<file path="config.mk">
export PLATFORM = sky130hd
export DESIGN_NAME = slot_pool_allocator_core
export DESIGN_NICKNAME = d
export VERILOG_FILES = /design/src/rtl/core/spa_pkg.sv /design/src/rtl/core/spa_ram.sv /design/src/rtl/core/slot_pool_allocator_core.sv
export SDC_FILE = /design/constraint.sdc
export NUM_CORES = 1
export LEC_CHECK = 0
export ABC_AREA = 1
export BUFFER_PORTS_ARGS = -buffer_cell sky130_fd_sc_hd__buf_2
export CORE_ASPECT_RATIO = 0.6
export CORE_MARGIN = 4
export CORE_UTILIZATION = 60
export CTS_CLUSTER_SIZE = 10
export DETAILED_ROUTE_END_ITERATION = 7
export GPL_TIMING_DRIVEN = 0
export PLACE_DENSITY = 0.73
export SETUP_SLACK_MARGIN = 0.5
export SLEW_MARGIN = 20
export SYNTH_ARGS = -nofsm -noshare
export SYNTH_HDL_FRONTEND = slang
export SYNTH_SLANG_ARGS = --single-unit
</file>
<file path="constraint.sdc">
create_clock -name clk -period 7 [get_ports clk]
set_clock_uncertainty 0.15 [all_clocks]
set_input_delay 0.7 -clock clk [delete_from_list [all_inputs] [get_ports clk]]
set_output_delay 0.7 -clock clk [all_outputs]
set_load 0.005 [all_outputs]
</file>
<file path="src/rtl/core/spa_pkg.sv">
// Shared constants for the slot pool allocator: command and status codes,
// default pool size. No dependencies.
package spa_pkg;

  localparam int POOL_SIZE_DEF = 16;

  localparam int CMD_W    = 2;
  localparam int SLOT_W   = 4;
  localparam int STATUS_W = 2;

  localparam logic [CMD_W-1:0] CMD_ALLOC       = 2'd0;
  localparam logic [CMD_W-1:0] CMD_RELEASE     = 2'd1;
  localparam logic [CMD_W-1:0] CMD_RELEASE_ALL = 2'd2;

  localparam logic [STATUS_W-1:0] STS_OK        = 2'd0;
  localparam logic [STATUS_W-1:0] STS_EMPTY     = 2'd1;
  localparam logic [STATUS_W-1:0] STS_NOT_ALLOC = 2'd2;

endpackage

</file>
<file path="src/rtl/core/spa_ram.sv">
// Generic single-write, single-read RAM with registered read data.
// No dependencies.
module spa_ram #(
  parameter int WIDTH = 8,
  parameter int DEPTH = 16
) (
  input  logic                     clk,
  input  logic                     we,
  input  logic [$clog2(DEPTH)-1:0] waddr,
  input  logic [WIDTH-1:0]         wdata,
  input  logic [$clog2(DEPTH)-1:0] raddr,
  output logic [WIDTH-1:0]         rdata
);

  logic [WIDTH-1:0] mem [DEPTH];

  always_ff @(posedge clk) begin
    if (we) begin
      mem[waddr] <= wdata;
    end
    rdata <= mem[raddr];
  end

endmodule

</file>
<file path="src/rtl/core/slot_pool_allocator_core.sv">
// Slot pool allocator: free and allocated doubly linked lists over one pair
// of link RAMs. Depends on spa_pkg and spa_ram.
// Sequence from accept to result beat: allocate steps A1-A3, release R1-R3, release-all with slots
// allocated C1-C2, any other command straight to FIN; at most one write per link RAM per sequencer step.
// Throughput: one command at a time, the next taken the cycle after its result loads.
// Reset: control registers clear, then a sweep over every slot chains the free list; stalled meanwhile.
module slot_pool_allocator_core #(
  parameter int POOL_SIZE = spa_pkg::POOL_SIZE_DEF
) (
  input  logic                         clk,
  input  logic                         rst,
  input  logic                         cmd_valid,
  output logic                         cmd_stall,
  input  logic [spa_pkg::CMD_W-1:0]    command,
  input  logic [spa_pkg::SLOT_W-1:0]   slot,
  output logic                         rsp_valid,
  input  logic                         rsp_stall,
  output logic [spa_pkg::STATUS_W-1:0] status,
  output logic [spa_pkg::SLOT_W-1:0]   granted_slot,
  output logic                         has_free
);
  import spa_pkg::*;

  localparam int AW = $clog2(POOL_SIZE);
  localparam int LW = $clog2(POOL_SIZE + 1);
  localparam logic [LW-1:0] NIL = LW'(POOL_SIZE);

  typedef logic [LW-1:0] link_t;

  typedef enum logic [10:0] {
    ST_INIT = 11'b000_0000_0001,
    ST_IDLE = 11'b000_0000_0010,
    ST_A1   = 11'b000_0000_0100,
    ST_A2   = 11'b000_0000_1000,
    ST_A3   = 11'b000_0001_0000,
    ST_R1   = 11'b000_0010_0000,
    ST_R2   = 11'b000_0100_0000,
    ST_R3   = 11'b000_1000_0000,
    ST_C1   = 11'b001_0000_0000,
    ST_C2   = 11'b010_0000_0000,
    ST_FIN  = 11'b100_0000_0000
  } state_t;

  function automatic logic is_slot(input link_t l);
    return l < NIL;
  endfunction

  function automatic logic [AW-1:0] addr_of(input link_t l);
    return l[AW-1:0];
  endfunction

  state_t                state, state_next;
  logic [AW-1:0]         init_cnt, init_cnt_next;
  link_t                 free_head, free_head_next;
  link_t                 alloc_head, alloc_head_next;
  link_t                 alloc_tail, alloc_tail_next;
  logic [POOL_SIZE-1:0]  in_use, in_use_next;
  link_t                 cur, cur_next;
  link_t                 lk_p, lk_p_next;
  link_t                 lk_n, lk_n_next;
  logic [STATUS_W-1:0]   res_status, res_status_next;
  logic [SLOT_W-1:0]     res_slot, res_slot_next;
  logic                  rsp_load;

  logic                  nxt_we, prv_we;
  logic [AW-1:0]         nxt_waddr, prv_waddr, nxt_raddr, prv_raddr;
  link_t                 nxt_wdata, prv_wdata, nxt_rdata, prv_rdata;

  logic                  slot_ok;
  logic [AW-1:0]         slot_addr;

  assign slot_ok   = 32'(slot) < 32'(POOL_SIZE);
  assign slot_addr = AW'(slot);
  assign cmd_stall = (state != ST_IDLE);

  spa_ram #(.WIDTH(LW), .DEPTH(POOL_SIZE)) u_next_ram (
    .clk   (clk),
    .we    (nxt_we),
    .waddr (nxt_waddr),
    .wdata (nxt_wdata),
    .raddr (nxt_raddr),
    .rdata (nxt_rdata)
  );

  spa_ram #(.WIDTH(LW), .DEPTH(POOL_SIZE)) u_prev_ram (
    .clk   (clk),
    .we    (prv_we),
    .waddr (prv_waddr),
    .wdata (prv_wdata),
    .raddr (prv_raddr),
    .rdata (prv_rdata)
  );

  always_comb begin
    state_next      = state;
    init_cnt_next   = init_cnt;
    free_head_next  = free_head;
    alloc_head_next = alloc_head;
    alloc_tail_next = alloc_tail;
    in_use_next     = in_use;
    cur_next        = cur;
    lk_p_next       = lk_p;
    lk_n_next       = lk_n;
    res_status_next = res_status;
    res_slot_next   = res_slot;
    rsp_load        = 1'b0;
    nxt_we          = 1'b0;
    nxt_waddr       = addr_of(cur);
    nxt_wdata       = NIL;
    nxt_raddr       = addr_of(cur);
    prv_we          = 1'b0;
    prv_waddr       = addr_of(cur);
    prv_wdata       = NIL;
    prv_raddr       = addr_of(cur);

    case (state)
      ST_INIT: begin
        nxt_we    = 1'b1;
        nxt_waddr = init_cnt;
        nxt_wdata = LW'(init_cnt) + LW'(1);
        prv_we    = 1'b1;
        prv_waddr = init_cnt;
        prv_wdata = (init_cnt == '0) ? NIL : LW'(init_cnt) - LW'(1);
        if (init_cnt == AW'(POOL_SIZE - 1)) begin
          state_next = ST_IDLE;
        end else begin
          init_cnt_next = init_cnt + AW'(1);
        end
      end
      ST_IDLE: begin
        if (cmd_valid) begin
          res_status_next = STS_OK;
          res_slot_next   = '0;
          state_next      = ST_FIN;
          case (command)
            CMD_ALLOC: begin
              if (is_slot(free_head)) begin
                nxt_raddr     = addr_of(free_head);
                cur_next      = free_head;
                res_slot_next = SLOT_W'(free_head);
                state_next    = ST_A1;
              end else begin
                res_status_next = STS_EMPTY;
              end
            end
            CMD_RELEASE: begin
              if (slot_ok && in_use[slot_addr]) begin
                nxt_raddr  = slot_addr;
                prv_raddr  = slot_addr;
                cur_next   = LW'(slot);
                state_next = ST_R1;
              end else begin
                res_status_next = STS_NOT_ALLOC;
              end
            end
            CMD_RELEASE_ALL: begin
              if (is_slot(alloc_head)) begin
                state_next = ST_C1;
              end
            end
            default: begin
              state_next = ST_FIN;
            end
          endcase
        end
      end
      // allocate: pop free head, push it on the allocated head
      ST_A1: begin
        lk_n_next      = nxt_rdata;
        free_head_next = nxt_rdata;
        prv_we         = 1'b1;
        prv_waddr      = addr_of(cur);
        prv_wdata      = NIL;
        nxt_we         = 1'b1;
        nxt_waddr      = addr_of(cur);
        nxt_wdata      = alloc_head;
        state_next     = ST_A2;
      end
      ST_A2: begin
        if (is_slot(lk_n)) begin
          prv_we    = 1'b1;
          prv_waddr = addr_of(lk_n);
          prv_wdata = NIL;
        end
        state_next = ST_A3;
      end
      ST_A3: begin
        if (is_slot(alloc_head)) begin
          prv_we    = 1'b1;
          prv_waddr = addr_of(alloc_head);
          prv_wdata = cur;
        end else begin
          alloc_tail_next = cur;
        end
        alloc_head_next           = cur;
        in_use_next[addr_of(cur)] = 1'b1;
        state_next                = ST_FIN;
      end
      // release: unlink from the allocated list, push on the free head
      ST_R1: begin
        lk_p_next = prv_rdata;
        lk_n_next = nxt_rdata;
        if (is_slot(prv_rdata)) begin
          nxt_we    = 1'b1;
          nxt_waddr = addr_of(prv_rdata);
          nxt_wdata = nxt_rdata;
        end
        if (is_slot(nxt_rdata)) begin
          prv_we    = 1'b1;
          prv_waddr = addr_of(nxt_rdata);
          prv_wdata = prv_rdata;
        end
        state_next = ST_R2;
      end
      ST_R2: begin
        nxt_we    = 1'b1;
        nxt_waddr = addr_of(cur);
        nxt_wdata = free_head;
        if (is_slot(free_head)) begin
          prv_we    = 1'b1;
          prv_waddr = addr_of(free_head);
          prv_wdata = cur;
        end
        state_next = ST_R3;
      end
      ST_R3: begin
        prv_we    = 1'b1;
        prv_waddr = addr_of(cur);
        prv_wdata = NIL;
        if (alloc_head == cur) begin
          alloc_head_next = lk_n;
        end
        if (alloc_tail == cur) begin
          alloc_tail_next = lk_p;
        end
        free_head_next            = cur;
        in_use_next[addr_of(cur)] = 1'b0;
        state_next                = ST_FIN;
      end
      // release-all: the tracked tail links onto the old free head
      ST_C1: begin
        nxt_we    = 1'b1;
        nxt_waddr = addr_of(alloc_tail);
        nxt_wdata = free_head;
        if (is_slot(free_head)) begin
          prv_we    = 1'b1;
          prv_waddr = addr_of(free_head);
          prv_wdata = alloc_tail;
        end
        state_next = ST_C2;
      end
      ST_C2: begin
        prv_we          = 1'b1;
        prv_waddr       = addr_of(alloc_head);
        prv_wdata       = NIL;
        free_head_next  = alloc_head;
        alloc_head_next = NIL;
        alloc_tail_next = NIL;
        in_use_next     = '0;
        state_next      = ST_FIN;
      end
      ST_FIN: begin
        if (!rsp_valid || !rsp_stall) begin
          rsp_load   = 1'b1;
          state_next = ST_IDLE;
        end
      end
      default: begin
        state_next = ST_IDLE;
      end
    endcase
  end

  always_ff @(posedge clk) begin
    if (rst) begin
      state      <= ST_INIT;
      init_cnt   <= '0;
      free_head  <= '0;
      alloc_head <= NIL;
      alloc_tail <= NIL;
      in_use     <= '0;
      rsp_valid  <= 1'b0;
    end else begin
      state      <= state_next;
      init_cnt   <= init_cnt_next;
      free_head  <= free_head_next;
      alloc_head <= alloc_head_next;
      alloc_tail <= alloc_tail_next;
      in_use     <= in_use_next;
      if (rsp_load) begin
        rsp_valid <= 1'b1;
      end else if (rsp_valid && !rsp_stall) begin
        rsp_valid <= 1'b0;
      end
    end
  end

  always_ff @(posedge clk) begin
    cur        <= cur_next;
    lk_p       <= lk_p_next;
    lk_n       <= lk_n_next;
    res_status <= res_status_next;
    res_slot   <= res_slot_next;
    if (rsp_load) begin
      status       <= res_status;
      granted_slot <= res_slot;
      has_free     <= is_slot(free_head);
    end
  end

endmodule
</file>
== Yosys cells after proc, flatten, opt, wreduce, memory -nomap -nowiden ==
Memory sizes are Yosys's and may differ from the RTL's. A register that Yosys moved wholly into a read port is not among the register bits.
Cells that the tools add are included.

* Magnitude comparators: 8
* Bitwise operators: 4
* $add $sub $neg: 3
* Reduce and logical (&&, ||, !) cells: 23
* Muxes and demuxes: 62
* Equal/unequal tests: 25

{| class="wikitable"
|+ Operators with widths
! operator !! count
|-
| 11-bit one-hot mux with 9 select lines || 1
|-
| 11-bit 2-to-1 mux || 6
|-
| 5-bit 2-to-1 mux || 11
|-
| 16-bit one-hot mux with 3 select lines || 1
|-
| 5-bit one-hot mux with 3 select lines || 3
|-
| 4-bit 2-to-1 mux || 11
|-
| 11-bit one-hot mux with 3 select lines || 1
|-
| 5-bit less-than comparator (second input constant) || 5
|-
| 5-bit one-hot mux with 5 select lines || 1
|-
| 4-bit one-hot mux with 6 select lines || 1
|-
| 5-bit one-hot mux with 4 select lines || 1
|-
| 16-bit AND || 1
|-
| 1-bit 2-to-1 mux || 16
|-
| 2-bit inequality test (second input constant) || 8
|-
| 16-bit NOT || 1
|-
| 16-bit bitwise OR || 1
|-
| 4-bit one-hot mux with 3 select lines || 1
|-
| 11-bit by 1-bit == test with 1-bit output (second input constant) || 1
|-
| 11-bit by 10-bit == test with 1-bit output (second input constant) || 1
|-
| 11-bit == test (second input constant) || 1
|-
| 11-bit by 2-bit == test with 1-bit output (second input constant) || 1
|-
| 11-bit by 3-bit == test with 1-bit output (second input constant) || 1
|-
| 11-bit by 4-bit == test with 1-bit output (second input constant) || 1
|-
| 11-bit by 5-bit == test with 1-bit output (second input constant) || 1
|-
| other kinds (36) || 48
|}

* Register bits: 75
* Logic and storage cells: 142
* Memories: 2
* Bits of input ports: 10
* RAM bits: 160

{| class="wikitable"
|+ Memories
! memory !! words !! width !! read ports !! clocked after Yosys merged registers in !! write ports !! RTL line !! text
|-
| u_next_ram.mem || 16 || 5 || 1 || 1 || 1 || spa_ram.sv:15 || <nowiki>logic [WIDTH-1:0] mem [DEPTH];</nowiki>
|-
| u_prev_ram.mem || 16 || 5 || 1 || 1 || 1 || spa_ram.sv:15 ||
|}

== Depth between registers and ports, before layout ==
Gate-level depths: netlist of run 1.

* Word-level depth: 7
* Mapped depth: 18

== By module ==
From an unflattened synthesis of run 1, not the netlist that was laid out.

* Cells, all modules: 1368
* Area total of the unflattened synthesis: 12087.8 µm²

{| class="wikitable"
|+ By module, submodules not included
! module !! area each (µm²) !! times used !! cells an instance !! sequential area each (µm²)
|-
| spa_ram || 3733.6 || 2 || 355 || 2502.4
|-
| slot_pool_allocator_core || 4620.7 || 1 || 658 || 1781.7
|}

== Worst setup path after synthesis of run 1 ==
Ideal clock, no wire load.

* Kind: input -> register
* Start: input slot[0] (netlist bit)
* End: register u_next_ram.rdata[0] (read register of u_next_ram.mem)
* Setup slack: 4.525 ns
* Data required time: 6.736 ns
* Data arrival time: 2.211 ns
* Library setup time: 0.114 ns
* Stages on the path: 17
* Cells stage by stage: buf_2 -> inv_4 -> nand2_1 -> nand3_1 -> nand3_1 -> nand3_2 -> nand2_2 -> nand2_1 -> o21ai_0 -> inv_1 -> nand2_1 -> nand2_1 -> nand2_1 -> clkbuf_1 -> nand3_1 -> nand3_1 -> nand2_1

* Cells in the longest elaborated chain, start to end: 6

{| class="wikitable"
|+ Ends and longest elaborated chain
! what !! RTL line !! text
|-
| start: declaration || slot_pool_allocator_core.sv:15 || <nowiki>input logic [spa_pkg::SLOT_W-1:0] slot,</nowiki>
|-
| 1-bit binary-select mux with 4-bit select || slot_pool_allocator_core.sv:147 || <nowiki>if (slot_ok && in_use[slot_addr]) begin</nowiki>
|-
| 1-bit 2-to-1 mux (not written as such) || slot_pool_allocator_core.sv:147 ||
|-
| 4-bit 2-to-1 mux (*) || slot_pool_allocator_core.sv:147 ||
|-
| 4-bit one-hot mux with 2 select lines (*) || slot_pool_allocator_core.sv:135 || <nowiki>case (command)</nowiki>
|-
| 4-bit 2-to-1 mux (*) || slot_pool_allocator_core.sv:131 || <nowiki>if (cmd_valid) begin</nowiki>
|-
| 4-bit 2-to-1 mux (*) || slot_pool_allocator_core.sv:116 || <nowiki>case (state)</nowiki>
|-
| end: declaration || spa_ram.sv:12 || <nowiki>output logic [WIDTH-1:0] rdata</nowiki>
|}

Mark *: on every way between the ends. The rest lies on a longest branch, timed or not. The select of a mux whose other input is x is not followed.
A chain may end at the register's enable or synchronous reset.

== Worst setup path after layout of run 1 ==
* Start: register state[10]
* End: memory u_prev_ram.mem[8][3] (netlist bit), enable pin

* Cells in the longest elaborated chain, start to end: 5
* Elaborated cells between the ends (all ways): 15

{| class="wikitable"
|+ Ends and longest elaborated chain
! what !! RTL line !! text
|-
| start: declaration || slot_pool_allocator_core.sv:52 || <nowiki>state_t state, state_next;</nowiki>
|-
| start signal: assignment || slot_pool_allocator_core.sv:284 || <nowiki>state <= state_next;</nowiki>
|-
| 11-bit by 8-bit == test with 1-bit output, or another cell as far along || slot_pool_allocator_core.sv:116 ||
|-
| 4-bit OR reduction (no source line) / 2-bit OR reduction (equally long branches) || - ||
|-
| 1-bit one-hot mux with 5 select lines || slot_pool_allocator_core.sv:116 ||
|-
| 1-bit 2-to-1 mux || spa_ram.sv:18 || <nowiki>if (we) begin</nowiki>
|-
| 1-bit 2-to-1 mux (not written as such) || spa_ram.sv:19 || <nowiki>mem[waddr] <= wdata;</nowiki>
|-
| end: declaration || spa_ram.sv:15 ||
|}

Parallel ways exist; a longest one is shown, timed or not.

==> results.cfg, run 1 <==
[clock_network]
clockBufferDepth = 3
cts.reportedPaths.clkPinSlew_ns = 0.06
cts_root_buffer = clkbuf_16
hold_buffers = 0
numCtsBuffers = 28
cts_sinks = 245
worstSkewPairLatency_ns = 0.55
cts_setup_buffers = 0
ctsResizeCount = 0
h-tree-depth = 1
tritoncts = built

[floorplan]
chipWidth_um = 190
rows = 39
initial_core_util_pct = 61.9
coreArea_mm2 = 0.0192
dieHeight_um = 117
io_pins = 19
die_area_mm2 = 0.0222

[setup_path]
crit_path_max_fanout = 7
crit_start = state[10]
cp_slowest_cell = a2111oi_0
cpPeakStageDelay_ns = 0.86
crit_buf_inv = 3
criticalPathCategory = reg -> reg
critPathMostFrequentCell = nor2_1
worstSetupStartpointType = flip-flop
cp-end-kind = flip-flop
arrival_ns = 3.84
worstPathCellList = inv_1 -> nand3_1 -> nor2_1 -> nand2_1 -> nand2_2 -> inv_2 -> nor2_1 -> a2111oi_0 -> nand2_1 -> inv_1 -> nand3_1 -> nor2_1
worstPathRequired_ns = 7.03
path_delay_family = simple AND/OR/NAND/NOR gates
r2r-start = state[10]

[yosys]
synth_top_cell_by_area = edfxtp_1
synth_flop_cell = edfxtp_1
ys_top_cells_by_area = edfxtp_1, nand2_1, dfxtp_1
synth_fp_nets = 1383
synth_top_area_share_pct = 47.5
post_synth.cell_area_avg_um2 = 8.69
seq_area_frac_synth_pct = 57.1
syn_area_mm2 = 0.0119
synth_edf_count = 188
syn_inst = 1369
ys_top_cells_by_count = nand2_1, nand3_1, edfxtp_1
ys_seq_elements = 245
synth_warnings = 0
synthArstFlopShare_pct = 0
ys_types = 52
synth.most_common_cell = nand2_1

[detailed_routing]
dr.pass1.iters = 8
drc = 0
via_count = 10138
vias_per_cell = 5.93
wl_per_cell_um = 19.9
dr.first_iter.drc_count = 1374
postRouteWirelength_um = 34100
drtAntennaViolNets = 0

[place]
dp_hpwl_um = 25100
globalplace.congestion = 1.01
port-buffer-count = 17
place_inst = 1658
dp_slack_ns = 3.41
place_area_mm2 = 0.0124

[timing]
holdWs_ns = 0.268
finalMaxSlewViolations = 0
max_freq_mhz = 263
min_period_ns = 3.81
fin_crit_sh_pct = 54.4
slew-limit-headroom_pct = 31.2
setup_ws_ns = 3.19
rsz0062_at_grt = false
hold_viol_final = 0
tns_ns = 0
finalSetupViolations = 0
worst_pin_slew_ns = 1.01

[pwr]
peakVddDrop_mv = 0.225
power_mw = 3.49
leakage_nw = 5.48
p_per_area_mw_per_mm2 = 264

[grt]
grt_pass1_vias = 9027
antenna_found_initial = 1
grtUsageTotal_pct = 30.6
grt_pass1_wl_um = 51700
grt_max_degree = 17
gr-total-overflow = 0

[final_layout]
multi_input_area_mm2 = 0.00419
drive_gt1_share_pct = 8.45
fin_util_pct = 68.8
nets = 1436
syn_to_final_growth_pct = 11.2
fillCellCount = 1585
fin_cells = 1709
seq_area_mm2 = 0.00679
antennaDiodeCount = 0
fin_area_mm2 = 0.0132

[min_path]
worst_hold_path_type = reg -> reg
worstHoldStart = res_slot[2]

[run]
maxCapViolations = 0

[status]
run_status = complete, no violations
[cells in the final DEF (no fill, tap or decap), types with 3 or more instances in the layout]
cell	Yosys	routed
buf_6	2	8
xor2_1	3	3
o211ai_1	7	7
a21oi_1	37	37
ha_1	4	4
clkbuf_16	0	29
buf_2	32	49
nand2_2	8	8
nor3_1	10	10
nand2_1	352	352
edfxtp_1	188	188
o21ai_0	62	60
nand3b_1	10	10
clkbuf_1	20	41
inv_1	166	166
nand3_1	210	210
a31oi_1	7	7
o2111ai_1	9	5
dfxtp_1	57	57
clkinv_1	5	5
inv_2	6	6
nor4_1	5	5
o2111ai_2	0	4
o22ai_1	7	7
nor2_1	118	118
buf_1	3	3
a221oi_1	6	6
[flip-flops by register name (all words and copies together) (netlist names)]
name / flops
state: 11
u_prev_ram.rdata: 5
u_next_ram.rdata: 5
u_next_ram.mem: 80
status: 2
u_prev_ram.mem: 80
init_cnt: 4
alloc_tail: 5
free_head: 5
granted_slot: 4
alloc_head: 5
res_slot: 4
has_free: 1
rsp_valid: 1
lk_n: 5
in_use: 16
lk_p: 5
res_status: 2
cur: 5
[power by group]
| part | switching [mW] | internal, mW |
|---|---|---|
| Sequential | 0.0259 | 1.70 |
| Clock | 0.557 | 0.767 |
| Combinational | 0.335 | 0.109 |
[layout make-up]
class	count	area share (%)
multi-input combinational	887	31.7
clock buffer	50	6.08
tap	266	2.52
sequential	245	51.3
inverter	178	5.07
buffer	59	2.15
clock inverter	1	0.0567
timing repair buffer	23	1.15
[per-layer routing]
metal	global-route usage, %	routed length [µm]	vias to the layer above
met5	0	13	-
met4	5.30	576	2
met3	13.4	5990	70
met2	39.2	12400	668
met1	48.0	15100	4706
li1	-	-	4692
[cells by family (layout without fill, tap and decap cells)]
logic type | after synthesis | after routing | share of synthesized area [%]
compound gates | 150 | 150 | 7.51
xor+xnor | 5 | 5 | 0.368
fa+ha+maj | 4 | 4 | 0.421
buf+inv | 237 | 311 | 8.03
flops | 245 | 245 | 57.1
mux | 1 | 1 | 0.0842
simple gates | 727 | 727 | 26.5
[worst paths after layout]
check | endpoint | slack [ns] | cells after the start
max | u_prev_ram.mem[8][3] | 3.19 | 12
max reg2reg | u_prev_ram.mem[8][3] | 3.19 | 12
min reg2reg | granted_slot[2] | 0.27 | 0
min | granted_slot[2] | 0.27 | 0
No activity file was read; power rests on OpenSTA's default activity.
==> run 2: changes to the inputs <==
clock period = 3.92 ns   (was 7 ns; I/O delays follow)
==> run 2 against run 1 <==
- global-route usage about the same
- combinational power up 84%
- die area unchanged
- total power up 79%
- routed wire length about the same
- critical path depth down 2
- largest power group unchanged
- hold slack worse by 0.24 ns
- final cell count up 0.12%
- flip-flop and latch count unchanged
- clock power up 79%
- sequential power up 79%
- non-clock buffer count up 2
==> results.cfg, run 2 (synthesized netlist as in run 1, its figures left out) <==
[status]
run_status = complete, no violations

[setup_path]
criticalPathCategory = reg -> reg
arrival_ns = 3.45
cp_slowest_cell = clkbuf_1
crit_path_max_fanout = 10
cp-end-kind = flip-flop
worstSetupStartpointType = flip-flop
worstPathRequired_ns = 3.97
r2r-start = cur[3]
crit_buf_inv = 2
path_delay_family = simple AND/OR/NAND/NOR gates
worstPathCellList = inv_1 -> clkbuf_1 -> nand2_1 -> o21ai_0 -> nor2_1 -> a2111oi_1 -> o21ai_1 -> nor2_1 -> nand2_1 -> nor2_2
cpPeakStageDelay_ns = 0.48
crit_start = cur[3]

[detailed_routing]
vias_per_cell = 5.94
drtAntennaViolNets = 0
wl_per_cell_um = 19.9
via_count = 10166
dr.first_iter.drc_count = 1380
dr.pass1.iters = 6
postRouteWirelength_um = 34100
drc = 0

[final_layout]
drive_gt1_share_pct = 9.55
layout_commonest_cell = nand2_1
seq_area_mm2 = 0.00679
multi_input_area_mm2 = 0.00425
antennaDiodeCount = 0
syn_to_final_growth_pct = 11.9
nets = 1438
mostFrequentLayoutCells = nand2_1, nand3_1, edfxtp_1, inv_1, nor2_1
fillCellCount = 1581
top_regs = u_next_ram.mem (80), u_prev_ram.mem (80), in_use (16)
fin_util_pct = 69.2

[floorplan]
chipWidth_um = 190
coreArea_mm2 = 0.0192
die_area_mm2 = 0.0222
dieHeight_um = 117
initial_core_util_pct = 61.9
io_pins = 19
rows = 39

[timing]
setup_ws_ns = 0.523
hold_viol_final = 0
max_freq_mhz = 294
slew-limit-headroom_pct = 40.9
worst_pin_slew_ns = 0.886
rsz0062_at_grt = true
finalMaxSlewViolations = 0
min_period_ns = 3.40
tns_ns = 0
finalSetupViolations = 0
fin_crit_sh_pct = 86.7

[clock_network]
tritoncts = built
h-tree-depth = 1
cts_sinks = 245
cts_root_buffer = clkbuf_16
clockBufferDepth = 3
cts.reportedPaths.clkPinSlew_ns = 0.07
worstSkewPairLatency_ns = 0.55
numCtsBuffers = 28

[pwr]
peakVddDrop_mv = 0.401
power.internal_mw = 4.60
leakage_nw = 5.49
switching_share_pct = 26.4
seqPwrFrac_pct = 49.2
comb_power_share_pct = 13.1
p_per_area_mw_per_mm2 = 469
switchingPower_mw = 1.65
power_mw = 6.25
p_clk_share_pct = 37.7

[min_path]
worst_hold_path_type = in -> reg
worstHoldStart = command[1]

[grt]
grt_max_degree = 17
grtUsageTotal_pct = 30.6
busiest_layer = met1
grtUsageMet1_pct = 47.8
use_met3_pct = 13.4
grt_pass1_wl_um = 51800
grt_pass1_vias = 9097
gr-total-overflow = 0
use_met2_pct = 39.6
antenna_found_initial = 1

[place]
globalplace.congestion = 1.01
dp_hpwl_um = 25100
dp_slack_ns = 0.334
port-buffer-count = 17

[run]
maxCapViolations = 0
-- run 2: cell types whose count changed in the layout (fill, tap and decap cells not counted), sizes merged --
cell         previous run  this run
dlygate4sd3             0         2
-- run 2: worst paths after layout --
kind         cells after the start                   end  slack, ns
max reg2reg                     10  u_prev_ram.mem[6][3]       0.52
min                              3              state[8]       0.02
max                             10  u_prev_ram.mem[6][3]       0.52
min reg2reg                      0       granted_slot[2]       0.27
-- run 2: layer usage --
layer / vias to the layer above / share of wire [%]
met1: 4699 / 44
met2: 699 / 37
met3: 66 / 17
met4: 2 / 1.8
met5: - / 0.038
li1: 4700 / -
-- run 2: power groups by stage --
stage          clock [mW]  combinational (mW)  sequential [mW]
6_report             2.36               0.816             3.08
3_5_place_dp            0               0.757             3.13
5_1_grt              2.47               0.885             3.08
4_1_cts              2.36               0.764             3.07
2_1_floorplan           0               0.456             3.11
3_3_place_gp            0               0.705             3.13
-- run 2: layout make-up --
cell class / count / area share (%)
clock inverters: 1 / 0.0564
clock buffers: 50 / 6.04
multi-input cells: 887 / 31.9
well taps: 266 / 2.50
plain buffers: 59 / 2.14
flip-flops and latches: 245 / 51.0
repair buffers: 25 / 1.30
inverters: 178 / 5.04
-- run 2: repair_timing --
item	4_1_cts	5_1_grt
hold buffers	2	0
setup endpoints to repair	40	75
resized for setup	3	20
endpoints found under the hold margin	2	0
buffers inserted	0	0
-- run 2: tightest hold or removal path, cell delays in order --
cell and delay, ns:
buf_2 0.13, nand3_1 0.09, nor3_1 0.05
-- run 2: stage by stage --
stage,cells,hold WS (ns),area [µm²]
floorplan,1369,0.250,11900
global placement,1652,0.251,12300
detailed placement,1658,0.256,12400
CTS,1711,0.0184,13300
global route,1711,0.0391,13300
finish,1711,0.0244,13300
